<file path="src/rtl/uart_buffered_char_queues_top_assert.svh">
// Assertion macros shared by the character queue RTL.
`ifndef UART_BUFFERED_CHAR_QUEUES_TOP_ASSERT_SVH
`define UART_BUFFERED_CHAR_QUEUES_TOP_ASSERT_SVH

// Checks a property at every rising clock edge outside reset.
`define UBCQ_ASSERT(lbl, prop, msg) \
  lbl: assert property (@(posedge clk_i) disable iff (!rst_ni) (prop)) else $error(msg);

// Checks that a condition in one cycle leads to a consequence in the next cycle.
`define UBCQ_ASSERT_NEXT(lbl, ante, cons, msg) \
  lbl: assert property (@(posedge clk_i) disable iff (!rst_ni) (ante) |=> (cons)) \
    else $error(msg);

`endif

</file>
<file path="src/rtl/ubcq_pkg.sv">
// Constants and types for the buffered UART character queues.
package ubcq_pkg;

  localparam int TX_DEPTH = 8;
  localparam int RX_DEPTH = 8;

  localparam int TX_IDX_W = $clog2(TX_DEPTH);
  localparam int TX_PTR_W = TX_IDX_W + 1;
  localparam int RX_IDX_W = $clog2(RX_DEPTH);
  localparam int RX_PTR_W = RX_IDX_W + 1;

  localparam int RX_LEVEL_W = 4;
  localparam int OUT_W      = 32;

  localparam logic [7:0] CH_CR = 8'h0D;
  localparam logic [7:0] CH_LF = 8'h0A;

  typedef enum logic [1:0] {
    FUNC_PUT     = 2'd0,
    FUNC_TX_DONE = 2'd1,
    FUNC_RX_BYTE = 2'd2,
    FUNC_GET     = 2'd3
  } func_e;

  // Packed so that the last field sits in the lowest bits.
  typedef struct packed {
    logic [OUT_W-27:0]      pad;
    logic                   rx_dropped;
    logic [RX_LEVEL_W-1:0]  rx_level;
    logic                   tx_busy;
    logic                   tx_full;
    logic                   put_accepted;
    logic                   read_valid;
    logic [7:0]             read_byte;
    logic                   tx_start;
    logic [7:0]             tx_byte;
  } result_t;

endpackage

</file>
<file path="src/rtl/uart_buffered_char_queues_top.sv">
// Buffered UART character queues: transmit and receive rings with put/get control.
//
// The block sits between software and a UART. Each transfer on the slave
// stream carries one operation in s_axis_tuser_i: put a character, report
// that the transmitter finished a byte, deliver a byte received from the
// line, or get the oldest received byte. The data byte rides in
// s_axis_tdata_i. Every operation produces exactly one result transfer on
// the master stream, holding the byte to start on the transmitter, the byte
// returned by a get, and the status of both queues after the operation.
// An accepted transfer passes through the input register, then the queue
// update, then the result register. Throughput is one operation per cycle
// while the result stream is not stalled, set by the single pass of pointer
// arithmetic and store accesses between those registers. When the receiver
// stalls, the result register holds its transfer and the input register
// keeps taking one more operation; after that s_axis_tready_o drops until
// the result is taken. Reset empties both queues, clears the transmitter
// active flag and turns carriage return insertion on. The insertion flag is
// written through cfg_wr_en_i and cfg_wr_data_i; the user must write it only
// while no operation is in flight, as the block does not enforce this.
module uart_buffered_char_queues_top
  import ubcq_pkg::*;
(
  input  logic             clk_i,
  input  logic             rst_ni,
  // Configuration: carriage return insertion before line feed.
  input  logic             cfg_wr_en_i,
  input  logic             cfg_wr_data_i,
  // Operation stream.
  input  logic             s_axis_tvalid_i,
  output logic             s_axis_tready_o,
  input  logic [7:0]       s_axis_tdata_i,   // [7:0] data_byte
  input  logic [1:0]       s_axis_tuser_i,   // [1:0] func
  // Result stream.
  output logic             m_axis_tvalid_o,
  input  logic             m_axis_tready_i,
  // [7:0] tx_byte, [8] tx_start, [16:9] read_byte, [17] read_valid,
  // [18] put_accepted, [19] tx_full, [20] tx_busy, [24:21] rx_level,
  // [25] rx_dropped, [31:26] zero
  output logic [OUT_W-1:0] m_axis_tdata_o
);

  // Pointers run modulo twice the depth so that a full ring and an empty
  // ring have different levels.
  function automatic logic [TX_PTR_W-1:0] tx_inc(input logic [TX_PTR_W-1:0] p);
    return (p == TX_PTR_W'(2 * TX_DEPTH - 1)) ? '0 : p + 1'b1;
  endfunction

  function automatic logic [TX_IDX_W-1:0] tx_idx(input logic [TX_PTR_W-1:0] p);
    return (p >= TX_PTR_W'(TX_DEPTH)) ? TX_IDX_W'(p - TX_PTR_W'(TX_DEPTH))
                                      : TX_IDX_W'(p);
  endfunction

  function automatic logic [TX_PTR_W-1:0] tx_lvl(input logic [TX_PTR_W-1:0] h,
                                                 input logic [TX_PTR_W-1:0] t);
    logic [TX_PTR_W:0] wrapped;
    wrapped = {1'b0, t} + (TX_PTR_W + 1)'(2 * TX_DEPTH) - {1'b0, h};
    return (t >= h) ? t - h : TX_PTR_W'(wrapped);
  endfunction

  function automatic logic [RX_PTR_W-1:0] rx_inc(input logic [RX_PTR_W-1:0] p);
    return (p == RX_PTR_W'(2 * RX_DEPTH - 1)) ? '0 : p + 1'b1;
  endfunction

  function automatic logic [RX_IDX_W-1:0] rx_idx(input logic [RX_PTR_W-1:0] p);
    return (p >= RX_PTR_W'(RX_DEPTH)) ? RX_IDX_W'(p - RX_PTR_W'(RX_DEPTH))
                                      : RX_IDX_W'(p);
  endfunction

  function automatic logic [RX_PTR_W-1:0] rx_lvl(input logic [RX_PTR_W-1:0] h,
                                                 input logic [RX_PTR_W-1:0] t);
    logic [RX_PTR_W:0] wrapped;
    wrapped = {1'b0, t} + (RX_PTR_W + 1)'(2 * RX_DEPTH) - {1'b0, h};
    return (t >= h) ? t - h : RX_PTR_W'(wrapped);
  endfunction

  // Input register.
  logic       in_valid_q;
  func_e      in_func_q;
  logic [7:0] in_data_q;

  // Result register.
  logic    out_valid_q;
  result_t out_data_q;

  // Queue state.
  logic [7:0]          tx_store [TX_DEPTH];
  logic [7:0]          rx_store [RX_DEPTH];
  logic [TX_PTR_W-1:0] tx_head_q, tx_head_d, tx_tail_q, tx_tail_d;
  logic [RX_PTR_W-1:0] rx_head_q, rx_head_d, rx_tail_q, rx_tail_d;
  logic                active_q, active_d;
  logic                crlf_q;

  logic          advance;
  logic          process;
  result_t       res;
  logic [TX_PTR_W-1:0] tx_level;
  logic [RX_PTR_W-1:0] rx_level;
  logic [TX_PTR_W-1:0] tx_level_next;
  logic [RX_PTR_W-1:0] rx_level_next;

  // Store write controls; the transmit ring may take two bytes in one pass.
  logic       tx_wr0_en, tx_wr1_en;
  logic [7:0] tx_wr0_data;
  logic       rx_wr_en;
  logic       is_lf;
  logic [1:0] need;

  // The result register frees up when it is empty or being taken.
  assign advance         = !out_valid_q || m_axis_tready_i;
  assign process         = in_valid_q && advance;
  assign s_axis_tready_o = !in_valid_q || advance;
  assign m_axis_tvalid_o = out_valid_q;
  assign m_axis_tdata_o  = out_data_q;

  assign tx_level = tx_lvl(tx_head_q, tx_tail_q);
  assign rx_level = rx_lvl(rx_head_q, rx_tail_q);

  always_comb begin
    tx_head_d   = tx_head_q;
    tx_tail_d   = tx_tail_q;
    rx_head_d   = rx_head_q;
    rx_tail_d   = rx_tail_q;
    active_d    = active_q;
    tx_wr0_en   = 1'b0;
    tx_wr1_en   = 1'b0;
    rx_wr_en    = 1'b0;
    res         = '0;
    is_lf       = crlf_q && (in_data_q == CH_LF);
    // Bytes that must go into the ring: all of them when the transmitter is
    // busy, all but the first one otherwise.
    need        = {1'b0, active_q} + {1'b0, is_lf};
    // With the transmitter busy, an expanded line feed queues CR then LF.
    tx_wr0_data = (is_lf && active_q) ? CH_CR : in_data_q;

    unique case (in_func_q)
      FUNC_PUT: begin
        if (({1'b0, tx_level} + (TX_PTR_W + 1)'(need)) <= (TX_PTR_W + 1)'(TX_DEPTH)) begin
          res.put_accepted = 1'b1;
          if (!active_q) begin
            active_d     = 1'b1;
            res.tx_byte  = is_lf ? CH_CR : in_data_q;
            res.tx_start = 1'b1;
            if (is_lf) begin
              tx_wr0_en = 1'b1;
              tx_tail_d = tx_inc(tx_tail_q);
            end
          end else begin
            tx_wr0_en = 1'b1;
            if (is_lf) begin
              tx_wr1_en = 1'b1;
              tx_tail_d = tx_inc(tx_inc(tx_tail_q));
            end else begin
              tx_tail_d = tx_inc(tx_tail_q);
            end
          end
        end
      end
      FUNC_TX_DONE: begin
        if (tx_level != '0) begin
          res.tx_byte  = tx_store[tx_idx(tx_head_q)];
          res.tx_start = 1'b1;
          tx_head_d    = tx_inc(tx_head_q);
        end else begin
          active_d = 1'b0;
        end
      end
      FUNC_RX_BYTE: begin
        if (rx_level < RX_PTR_W'(RX_DEPTH)) begin
          rx_wr_en  = 1'b1;
          rx_tail_d = rx_inc(rx_tail_q);
        end else begin
          res.rx_dropped = 1'b1;
        end
      end
      FUNC_GET: begin
        if (rx_level != '0) begin
          res.read_byte  = rx_store[rx_idx(rx_head_q)];
          res.read_valid = 1'b1;
          rx_head_d      = rx_inc(rx_head_q);
        end
      end
    endcase

    tx_level_next = tx_lvl(tx_head_d, tx_tail_d);
    rx_level_next = rx_lvl(rx_head_d, rx_tail_d);
    res.tx_full   = (tx_level_next >= TX_PTR_W'(TX_DEPTH));
    res.tx_busy   = active_d;
    res.rx_level  = RX_LEVEL_W'(rx_level_next);
  end

  // Control state and the input register.
  always_ff @(posedge clk_i or negedge rst_ni) begin
    if (!rst_ni) begin
      in_valid_q  <= 1'b0;
      in_func_q   <= FUNC_PUT;
      in_data_q   <= '0;
      out_valid_q <= 1'b0;
      tx_head_q   <= '0;
      tx_tail_q   <= '0;
      rx_head_q   <= '0;
      rx_tail_q   <= '0;
      active_q    <= 1'b0;
      crlf_q      <= 1'b1;
    end else begin
      if (cfg_wr_en_i) begin
        crlf_q <= cfg_wr_data_i;
      end
      if (s_axis_tready_o) begin
        in_valid_q <= s_axis_tvalid_i;
      end
      if (s_axis_tvalid_i && s_axis_tready_o) begin
        in_func_q <= func_e'(s_axis_tuser_i);
        in_data_q <= s_axis_tdata_i;
      end
      if (process) begin
        out_valid_q <= 1'b1;
        tx_head_q   <= tx_head_d;
        tx_tail_q   <= tx_tail_d;
        rx_head_q   <= rx_head_d;
        rx_tail_q   <= rx_tail_d;
        active_q    <= active_d;
      end else if (m_axis_tready_i) begin
        out_valid_q <= 1'b0;
      end
    end
  end

  // Result payload register and the two rings.
  always_ff @(posedge clk_i) begin
    if (process) begin
      out_data_q <= res;
      if (tx_wr0_en) begin
        tx_store[tx_idx(tx_tail_q)] <= tx_wr0_data;
      end
      if (tx_wr1_en) begin
        tx_store[tx_idx(tx_inc(tx_tail_q))] <= CH_LF;
      end
      if (rx_wr_en) begin
        rx_store[rx_idx(rx_tail_q)] <= in_data_q;
      end
    end
  end

`include "uart_buffered_char_queues_top_assert.svh"

  `UBCQ_ASSERT(a_tx_level_bound, tx_level <= TX_PTR_W'(TX_DEPTH), "transmit ring overfilled")
  `UBCQ_ASSERT(a_rx_level_bound, rx_level <= RX_PTR_W'(RX_DEPTH), "receive ring overfilled")
  `UBCQ_ASSERT(a_queued_means_busy, (tx_level == '0) || active_q,
               "bytes queued while transmitter idle")
  `UBCQ_ASSERT_NEXT(a_drop_only_when_full, process && res.rx_dropped,
                    rx_level == RX_PTR_W'(RX_DEPTH), "byte dropped from a ring with room")

endmodule
</file>
<file path="config.mk">
export PLATFORM = sky130hd
export DESIGN_NAME = uart_buffered_char_queues_top
export DESIGN_NICKNAME = d
export VERILOG_FILES = /design/src/rtl/ubcq_pkg.sv /design/src/rtl/uart_buffered_char_queues_top.sv
export VERILOG_INCLUDE_DIRS = /design/src /design/src/rtl
export SDC_FILE = /design/constraint.sdc
export NUM_CORES = 1
export LEC_CHECK = 0
export BUFFER_PORTS_ARGS = -buffer_cell sky130_fd_sc_hd__buf_2
export CORE_MARGIN = 10
export CORE_UTILIZATION = 45
export CTS_CLUSTER_SIZE = 30
export DETAILED_ROUTE_END_ITERATION = 10
export PLACE_DENSITY = 0.71
export SYNTH_ARGS = -nofsm -noshare
export SYNTH_HDL_FRONTEND = slang
export SYNTH_SLANG_ARGS = --single-unit
export TNS_END_PERCENT = 1
</file>
<file path="constraint.sdc">
create_clock -name clk_i -period 6.8 [get_ports clk_i]
set_input_delay 1.36 -clock clk_i [delete_from_list [all_inputs] [get_ports clk_i]]
set_output_delay 1.36 -clock clk_i [all_outputs]
set_load 0.02 [all_outputs]
</file>
## Yosys cells after proc, flatten, opt, wreduce, memory -nomap -nowiden

Memory sizes are Yosys's and may differ from the RTL's.
Index checks and enable logic that the tools add are counted.

| storage, ports and cells | value |
|---|---|
| bits in registers | 56 |
| memory bits (writable) | 128 |
| output and inout port bits | 34 |
| memories | 2 |

| operators by class | value |
|---|---|
| add/sub/neg operators | 24 |
| magnitude comparators | 12 |
| equality and inequality tests | 9 |
| multiplexer cells | 57 |
| reductions and logical operators | 13 |

Memories:

| memory | depth | bits a word | read ports | clocked after memory_dff | wr ports | RTL line | RTL |
|---|---|---|---|---|---|---|---|
| rx_store | 8 | 8 | 1 | 0 | 1 | uart_buffered_char_queues_top.sv:87 | `logic [7:0] rx_store [RX_DEPTH];` |
| tx_store | 8 | 8 | 1 | 0 | 2 | uart_buffered_char_queues_top.sv:86 | `logic [7:0] tx_store [TX_DEPTH];` |

Operator list:

| kind | number |
|---|---|
| $mux W4 | 20 |
| $add A4 B1 Y4 const B | 9 |
| $mux W9 | 4 |
| $sub A4 B4 Y4 | 8 |
| $ge A4 B4 Y1 const B | 6 |
| $mux W1 | 24 |
| $eq A4 B4 Y1 const B | 5 |
| $pmux W9 S2 | 1 |
| $ge A4 B4 Y1 | 4 |
| $mux W8 | 2 |
| $mux W3 | 5 |
| $sub A3 B1 Y3 const B | 5 |
| $eq A8 B4 Y1 const B | 1 |
| $reduce_bool A4 Y1 | 2 |
| $add A4 B2 Y5 | 1 |
| $le A5 B4 Y1 const B | 1 |
| $eq A2 B2 Y1 const B | 2 |
| $logic_and A1 B1 Y1 | 4 |
| $lt A4 B4 Y1 const B | 1 |
| $add A1 B1 Y2 | 1 |
| $eq A2 B1 Y1 const B | 1 |
| $logic_not A1 Y1 | 2 |
| $logic_not A2 Y1 | 1 |
| $logic_or A1 B1 Y1 | 2 |
| 3 further kinds | 3 |

## Logic depth before layout (Yosys ltp)

Gate-level depths: netlist (run 1).

| depth | value |
|---|---|
| depth in word-level cells | 12 |
| gate-level depth with buffers | 22 |

## Worst setup path after synthesis (run 1)

OpenSTA, ideal clock, no wires.

| timing | value |
|---|---|
| path kind | register -> register |
| from | register in_data_q[5] |
| to | register out_data_q, in the netlist m_axis_tdata_o[19], data pin |
| arrival time | 4485 ps |
| slack | 2056 ps |
| cell stages (with the launch flop) | 20 |
| period minus slack after synthesis | 4744 ps |
| path through | dfrtp_1 > or4b_4 > nor4_4 > clkbuf_1 > buf_2 > fa_1 > nor2_1 > nand2b_1 > a21o_1 > mux2i_1 > clkbuf_1 > nand2_1 > inv_2 > a31oi_1 > o221a_2 > ha_1 > a21o_1 > a21oi_1 > xnor2_1 > xnor2_1 |

RTL lines:

| element | RTL line | RTL |
|---|---|---|
| from (decl) | uart_buffered_char_queues_top.sv:79 | `logic [7:0] in_data_q;` |
| from (signal assigned) | uart_buffered_char_queues_top.sv:213 | `in_data_q <= s_axis_tdata_i;` |
| to (signal assigned) | uart_buffered_char_queues_top.sv:231 | `out_data_q <= res;` |
| to (decl) | uart_buffered_char_queues_top.sv:83 | `result_t out_data_q;` |

==> impl_metrics.toml, run 1 <==
[detailed_routing]
drt_iter0_drc = 352
routed_wl_um = 19700
route.detailed.drc = 0
drtPass1Iterations = 5
drt-vias-per-instance = 5.47
avgRoutedWirePerCell_um = 19.3
vias = 5570
antenna_left = 0

[finish]
layout-drive-gt1-share_pct = 20.6
finalNetCount = 777
postLayoutCoreUtil_pct = 50.9
final_common_cell = "edfxtp_1"
nFillCells = 1666
syn_to_final_growth_pct = 11.8
final_cell_mix = "edfxtp_1, nor2_1, mux2i_1"

[global_route]
met1_usage_pct = 19.1
grt_busiest_layer = "met2"
grt_pass1_vias = 5478
grt_pass1_wl_um = 31200
antenna_found_initial = 1
grtUsageMet2_pct = 26.6
grt_max_degree = 33
gr-total-overflow = 0
track_usage_pct = 15.5
grtUsageMet3_pct = 3.42

[yosys]
synthFlopType = "edfxtp_1"
yosys_warnings = 0
synth-edff-count = 90
ys_seq_area_share_pct = 53.8
ys_ff_latch = 184
netlist_area_mm2 = 0.00880
ys_types = 65
avgSynthCellArea_um2 = 12.4
async_flop_share_pct = 16.3
syn_inst = 708

[clocking]
cts_buffers = 17
postCtsSetupRepairBufs = 0
ctsHoldBuffers = 0
cts_resized = 0
clock-root-buffer = "clkbuf_16"
cts_tree = "yes"
clk_latency_ns = 0.44
cts_max_path_buffers = 2
htree_num_levels = 4
clkSinkCount = 184
clk_pin_slew_ns = 0.08

[sta]
skew_ns = 0.00984
drv_slew = 0
setup_tns_ns = 0
setup_viol = 0
fin_crit_ns = 4.69
rsz0062_at_grt = "no"
hold_viol_final = 0
tightest_slew_ns = 1.15
max_freq_mhz = 213
slew_headroom_pct = 22.6
fin_crit_sh_pct = 69.0
worst_hold_slack_ns = 0.480

[place]
place_congestion = 0.857
portBuffers = 43
dp_hpwl_um = 12800

[power]
p_comb_share_pct = 38.1
switching_share_pct = 38.1
leakage_nw = 3.75
vdd_drop_max_mv = 0.341
seq_power_share_pct = 38.8
power.internal_mw = 2.68
power_density_mw_per_mm2 = 439
power.share.clock_pct = 23.1
switchingPower_mw = 1.65

[die]
die_width_um = 160
core_region_area_mm2 = 0.0193
floorplan.initialDensity_pct = 45.5
ioPinCount = 50
dieArea_mm2 = 0.0256
die_h_um = 160
rows = 51

[setup_path]
cp.arrival_ns = 4.88
crit_fanout = 22
crit_type = "flip-flop to flip-flop"
cp-start-kind = "flip-flop"
cp-end-kind = "flip-flop"
required_ns = 6.99

[worst_hold_path]
hold_class = "flip-flop to flip-flop"

[job]
cap_violations = 0

[status]
outcome = "finished clean"
==> synthesized netlist by cell type, types with 2 or more instances <==
cell      number  share of area, %
nor4_1         5              0.36
clkbuf_1      32               1.4
buf_2          2              0.11
buf_4          7              0.60
a211o_1        7              0.70
or2_2          2              0.14
a311oi_1       2              0.20
nand3b_1       2              0.17
a31oi_1        9              0.64
nor3_1         6              0.34
inv_2          2             0.085
buf_1          3              0.13
o21ai_0       27               1.5
xnor2_1       12               1.2
and3_1         5              0.36
mux2_2        18               2.3
or3_1          4              0.28
nand3_1       17              0.97
nand2b_1       9              0.64
a21o_1         4              0.34
mux4_2        32               8.2
a21oi_1       18               1.0
inv_1         24               1.0
and2_1         4              0.28
nor2_1        73               3.1
mux2i_1       72               8.2
nand2_1       49               2.1
edfxtp_1      90                31
nor2b_1        9              0.64
fa_1           4              0.91
nor4_4         8               1.9
o22a_1         3              0.30
xor2_1         7              0.70
ha_1          18               2.6
dfxtp_1       64                15
dfrtp_1       29               8.2
==> flip-flops by register name, indices dropped and copies added, names as in the netlist <==
signal and flops:
m_axis_tdata_o 26, in_data_q 8, tx_head_q 4, active_q 1
tx_store 64, rx_store 64, tx_tail_q 4, crlf_q 1
rx_head_q 4, in_func_q 2, in_valid_q 1, m_axis_tvalid_o 1
rx_tail_q 4
==> path summary, 6_finish.rpt <==
| path | from | end | slack [ns] | depth (start not counted) |
|---|---|---|---|---|
| worst max-delay path | in_data_q[5] | m_axis_tdata_o[19] | 2.11 | 18 |
| worst min-delay path | tx_store[1][3] | tx_store[1][3] | 0.48 | 2 |
| worst max register to register | in_data_q[5] | m_axis_tdata_o[19] | 2.11 | 18 |
| worst min register to register | tx_store[1][3] | tx_store[1][3] | 0.48 | 2 |
| max in group asynchronous | rst_ni | in_data_q[2] | 5.32 | 1 |
| min in group asynchronous | rst_ni | rx_head_q[0] | 0.98 | 1 |
==> per-stage QoR <==
step	setup slack, ns	cell area, um^2	std cells	total power [mW]
floorplan	2.06	8820	713	3.00
global placement	2.20	9240	985	3.30
detailed placement	2.13	9240	985	3.34
CTS	2.11	9840	1017	4.35
global route	1.70	9850	1018	4.61
finish	2.11	9850	1018	4.33
==> per-layer routing <==
metal	vias to the layer above	wire [um]
met5	-	0
met4	0	265
met3	24	882
met2	137	10100
met1	2751	8450
li1	2658	-
==> layout make-up <==
type | instances | area [um^2] | area share [%]
Antenna cell | 1 | 2.50 | 0.0254
Tap cell | 265 | 332 | 3.37
Clock inverter | 15 | 181 | 1.84
Multi-Input combinational cell | 457 | 3780 | 38.4
Sequential cell | 184 | 4740 | 48.1
Inverter | 27 | 101 | 1.03
Clock buffer | 17 | 425 | 4.32
Timing Repair Buffer | 52 | 283 | 2.87
==> power groups by stage <==
stage	registers (mW)	logic, mW	clock network, mW
floorplan	1.61	1.39	0
global placement	1.69	1.61	0
detailed placement	1.70	1.64	0
CTS	1.68	1.65	1.02
global route	1.71	1.82	1.07
finish	1.68	1.65	1.00
==> kinds of logic (layout without fill, tap and decap cells) <==
kind of cell	count (synthesis)	in the layout	synth area share [%]
other	1	7	0.0426
DFF	184	184	53.8
and+or+nand+nor	201	201	12.2
muxes	122	122	18.7
xor gates and xnor gates	20	20	2.08
adders and majority gates	22	22	3.47
AOI/OAI and AO/OA	86	86	6.28
buffers and inverters	72	111	3.48
==> worst max-delay path, cell delays in order, from the launching register on <==
cell and delay [ns]:
dfrtp_1 0.60, or4b_4 0.63, nor4_4 0.21, buf_4 0.30, fa_1 0.45, nor2_1 0.15, nand2b_1 0.07, a21o_1 0.18
mux2i_1 0.13, buf_4 0.19, nand2_1 0.13, inv_2 0.17, a31oi_1 0.10, o221a_2 0.27, ha_1 0.26, a21o_1 0.18
a21oi_1 0.16, xnor2_1 0.15, xnor2_1 0.09
Power figures use the tool's default switching activity.
==> run 2: changes to the inputs <==
- ABC_AREA: default -> 1
- PLACE_DENSITY: 0.71 -> 0.73
- clock period: 6.8 -> 4.2 ns (I/O delays scaled with it)
==> impl_metrics.toml, run 2 <==
[detailed_routing]
avgRoutedWirePerCell_um = 16.6
antenna_left = 0
routed_wl_um = 23000
vias = 7450
drtPass1Iterations = 5
drt_iter0_drc = 638
drt-vias-per-instance = 5.38
route.detailed.drc = 0

[sta]
slew_headroom_pct = 45.0
tightest_slew_ns = 0.822
setup_tns_ns = 0
fin_crit_ns = 3.85
setup_viol = 0
max_freq_mhz = 259
fin_crit_sh_pct = 91.8
rsz0062_at_grt = "no"
drv_slew = 0
hold_viol_final = 0
skew_ns = 0.00947

[yosys]
ys_top_cells_by_count = "nand2_1, nor2_1, edfxtp_1"
ys_seq_area_share_pct = 52.7
ys_ff_latch = 184
synth_area_leader_cell = "edfxtp_1"
async_flop_share_pct = 16.3
yosys.area.top_type_share_pct = 30.1
synth_most_common_cell = "nand2_1"
yosys_warnings = 0
ys_types = 49
avgSynthCellArea_um2 = 8.48
synth_area_leaders = "edfxtp_1, dfxtp_1, nand2_1"
netlist_area_mm2 = 0.00899
synth-edff-count = 90
synthFlopType = "edfxtp_1"
syn_inst = 1061

[die]
dieArea_mm2 = 0.0260
rows = 51
die_h_um = 161
die_width_um = 161
floorplan.initialDensity_pct = 45.9
ioPinCount = 50
core_region_area_mm2 = 0.0196

[finish]
syn_to_final_growth_pct = 12.5
final_common_cell = "nand2_1"
insertedDiodeCount = 0
final_cell_mix = "nand2_1, nor2_1, edfxtp_1"
layout-drive-gt1-share_pct = 11.6
finalNetCount = 1146
postLayoutCoreUtil_pct = 51.6

[setup_path]
cp-end-kind = "flip-flop"
cp.arrival_ns = 4.06
crit_type = "flip-flop to flip-flop"
crit_fanout = 9
r2r_setup_slack_ns = 0.35
cp-start-kind = "flip-flop"
required_ns = 4.40

[power]
leakage_nw = 4.31
power.share.clock_pct = 23.2
power_density_mw_per_mm2 = 689
power.internal_mw = 4.13
switching_share_pct = 40.8
vdd_drop_max_mv = 0.355
p_comb_share_pct = 39.9
power_mw = 6.97
switchingPower_mw = 2.85
seq_power_share_pct = 36.9

[clocking]
cts_max_path_buffers = 2
postCtsSetupRepairBufs = 0
htree_num_levels = 4
cts_tree = "yes"
clk_pin_slew_ns = 0.07
clock-root-buffer = "clkbuf_16"
cts_buffers = 17
clk_latency_ns = 0.45
clkSinkCount = 184

[job]
cap_violations = 0

[worst_hold_path]
hold_class = "flip-flop to flip-flop"

[status]
outcome = "finished clean"

[global_route]
antenna_found_initial = 0
track_usage_pct = 17.7
gr-total-overflow = 0
grt_pass1_vias = 6823
grt_max_degree = 45
grt_pass1_wl_um = 36400

[place]
portBuffers = 43
place_congestion = 0.897
dp_hpwl_um = 15600
run 2: changes by cell type after synthesis, sizes merged, moves of 39 or more:
cell / delta
nand3: +39
nand2: +231
inv: +39
mux2i: -72
nor2: +109
o21ai: +53
run 2: worst max-delay path, cell delays in order (launching register included):
cell	delay, ns
dfrtp_1	0.50
inv_1	0.19
ha_1	0.31
inv_1	0.06
fa_1	0.41
ha_1	0.30
o31ai_1	0.24
nand2_1	0.10
nand2_2	0.14
nand2_1	0.15
o21ai_0	0.29
ha_1	0.29
nand2_1	0.06
nor2_1	0.04
a211oi_1	0.20
nand3b_1	0.16
nand2_1	0.06
nand2_1	0.06
nand2_1	0.04
run 2: per-layer routing:
| layer | routed length (um) | vias to the layer above | GRT usage, % |
|---|---|---|---|
| met2 | 11100 | 287 | 28.9 |
| li1 | - | 3616 | - |
| met1 | 9470 | 3500 | 21.9 |
| met4 | 575 | 0 | 7.61 |
| met3 | 1840 | 47 | 4.12 |
| met5 | 0 | - | 0 |
run 2: final timing paths:
kind	cells after the start	start	to
setup / recovery	18	tx_tail_q[0]	m_axis_tdata_o[19]
setup reg to reg	18	tx_tail_q[0]	m_axis_tdata_o[19]
max in group asynchronous	1	rst_ni	tx_tail_q[2]
hold / removal	2	tx_store[2][1]	tx_store[2][1]
min in group asynchronous	1	rst_ni	rx_head_q[0]
hold reg to reg	2	tx_store[2][1]	tx_store[2][1]
run 2: final cells by class:
cell class,count,area [um^2]
clock buffer,18,439
timing repair buffer,74,448
fill,1792,9470
multi-input combinational,760,3740
clock inverter,14,160
sequential,184,4740
inverter,71,267
tap,265,332
run 2: kinds of logic after synthesis:
kind of cell | share of synthesized area, %
flops | 52.7
compound gates | 10.8
buf+inv | 6.07
mux | 0.250
fa+ha+maj | 3.39
xor+xnor | 0.974
other cells | 0.0417
simple gates | 25.8
run 2: through the flow:
step                      cells  instance area [um^2]  worst slack (ns)  hold slack (ns)
after floorplan            1066                  9010             0.286            0.429
final                      1386                 10100             0.345            0.464
after global placement     1354                  9510             0.430            0.440
after CTS                  1386                 10100             0.224            0.463
after global routing       1386                 10100            0.0162            0.494
after detailed placement   1354                  9510             0.238            0.445
run 2: power groups by stage:
| stage | Combinational [mW] | Clock [mW] | Sequential, mW |
|---|---|---|---|
| final | 2.78 | 1.62 | 2.58 |
| after global routing | 3.15 | 1.71 | 2.61 |
| after CTS | 2.77 | 1.63 | 2.57 |
| after detailed placement | 2.75 | 0 | 2.60 |
| after global placement | 2.70 | 0 | 2.60 |
| after floorplan | 1.93 | 0 | 2.65 |
run 2: repair_timing:
item                                    CTS  global route
gates resized for setup                   0             1
endpoints found under the setup margin    0             1
hold buffers                              0             0
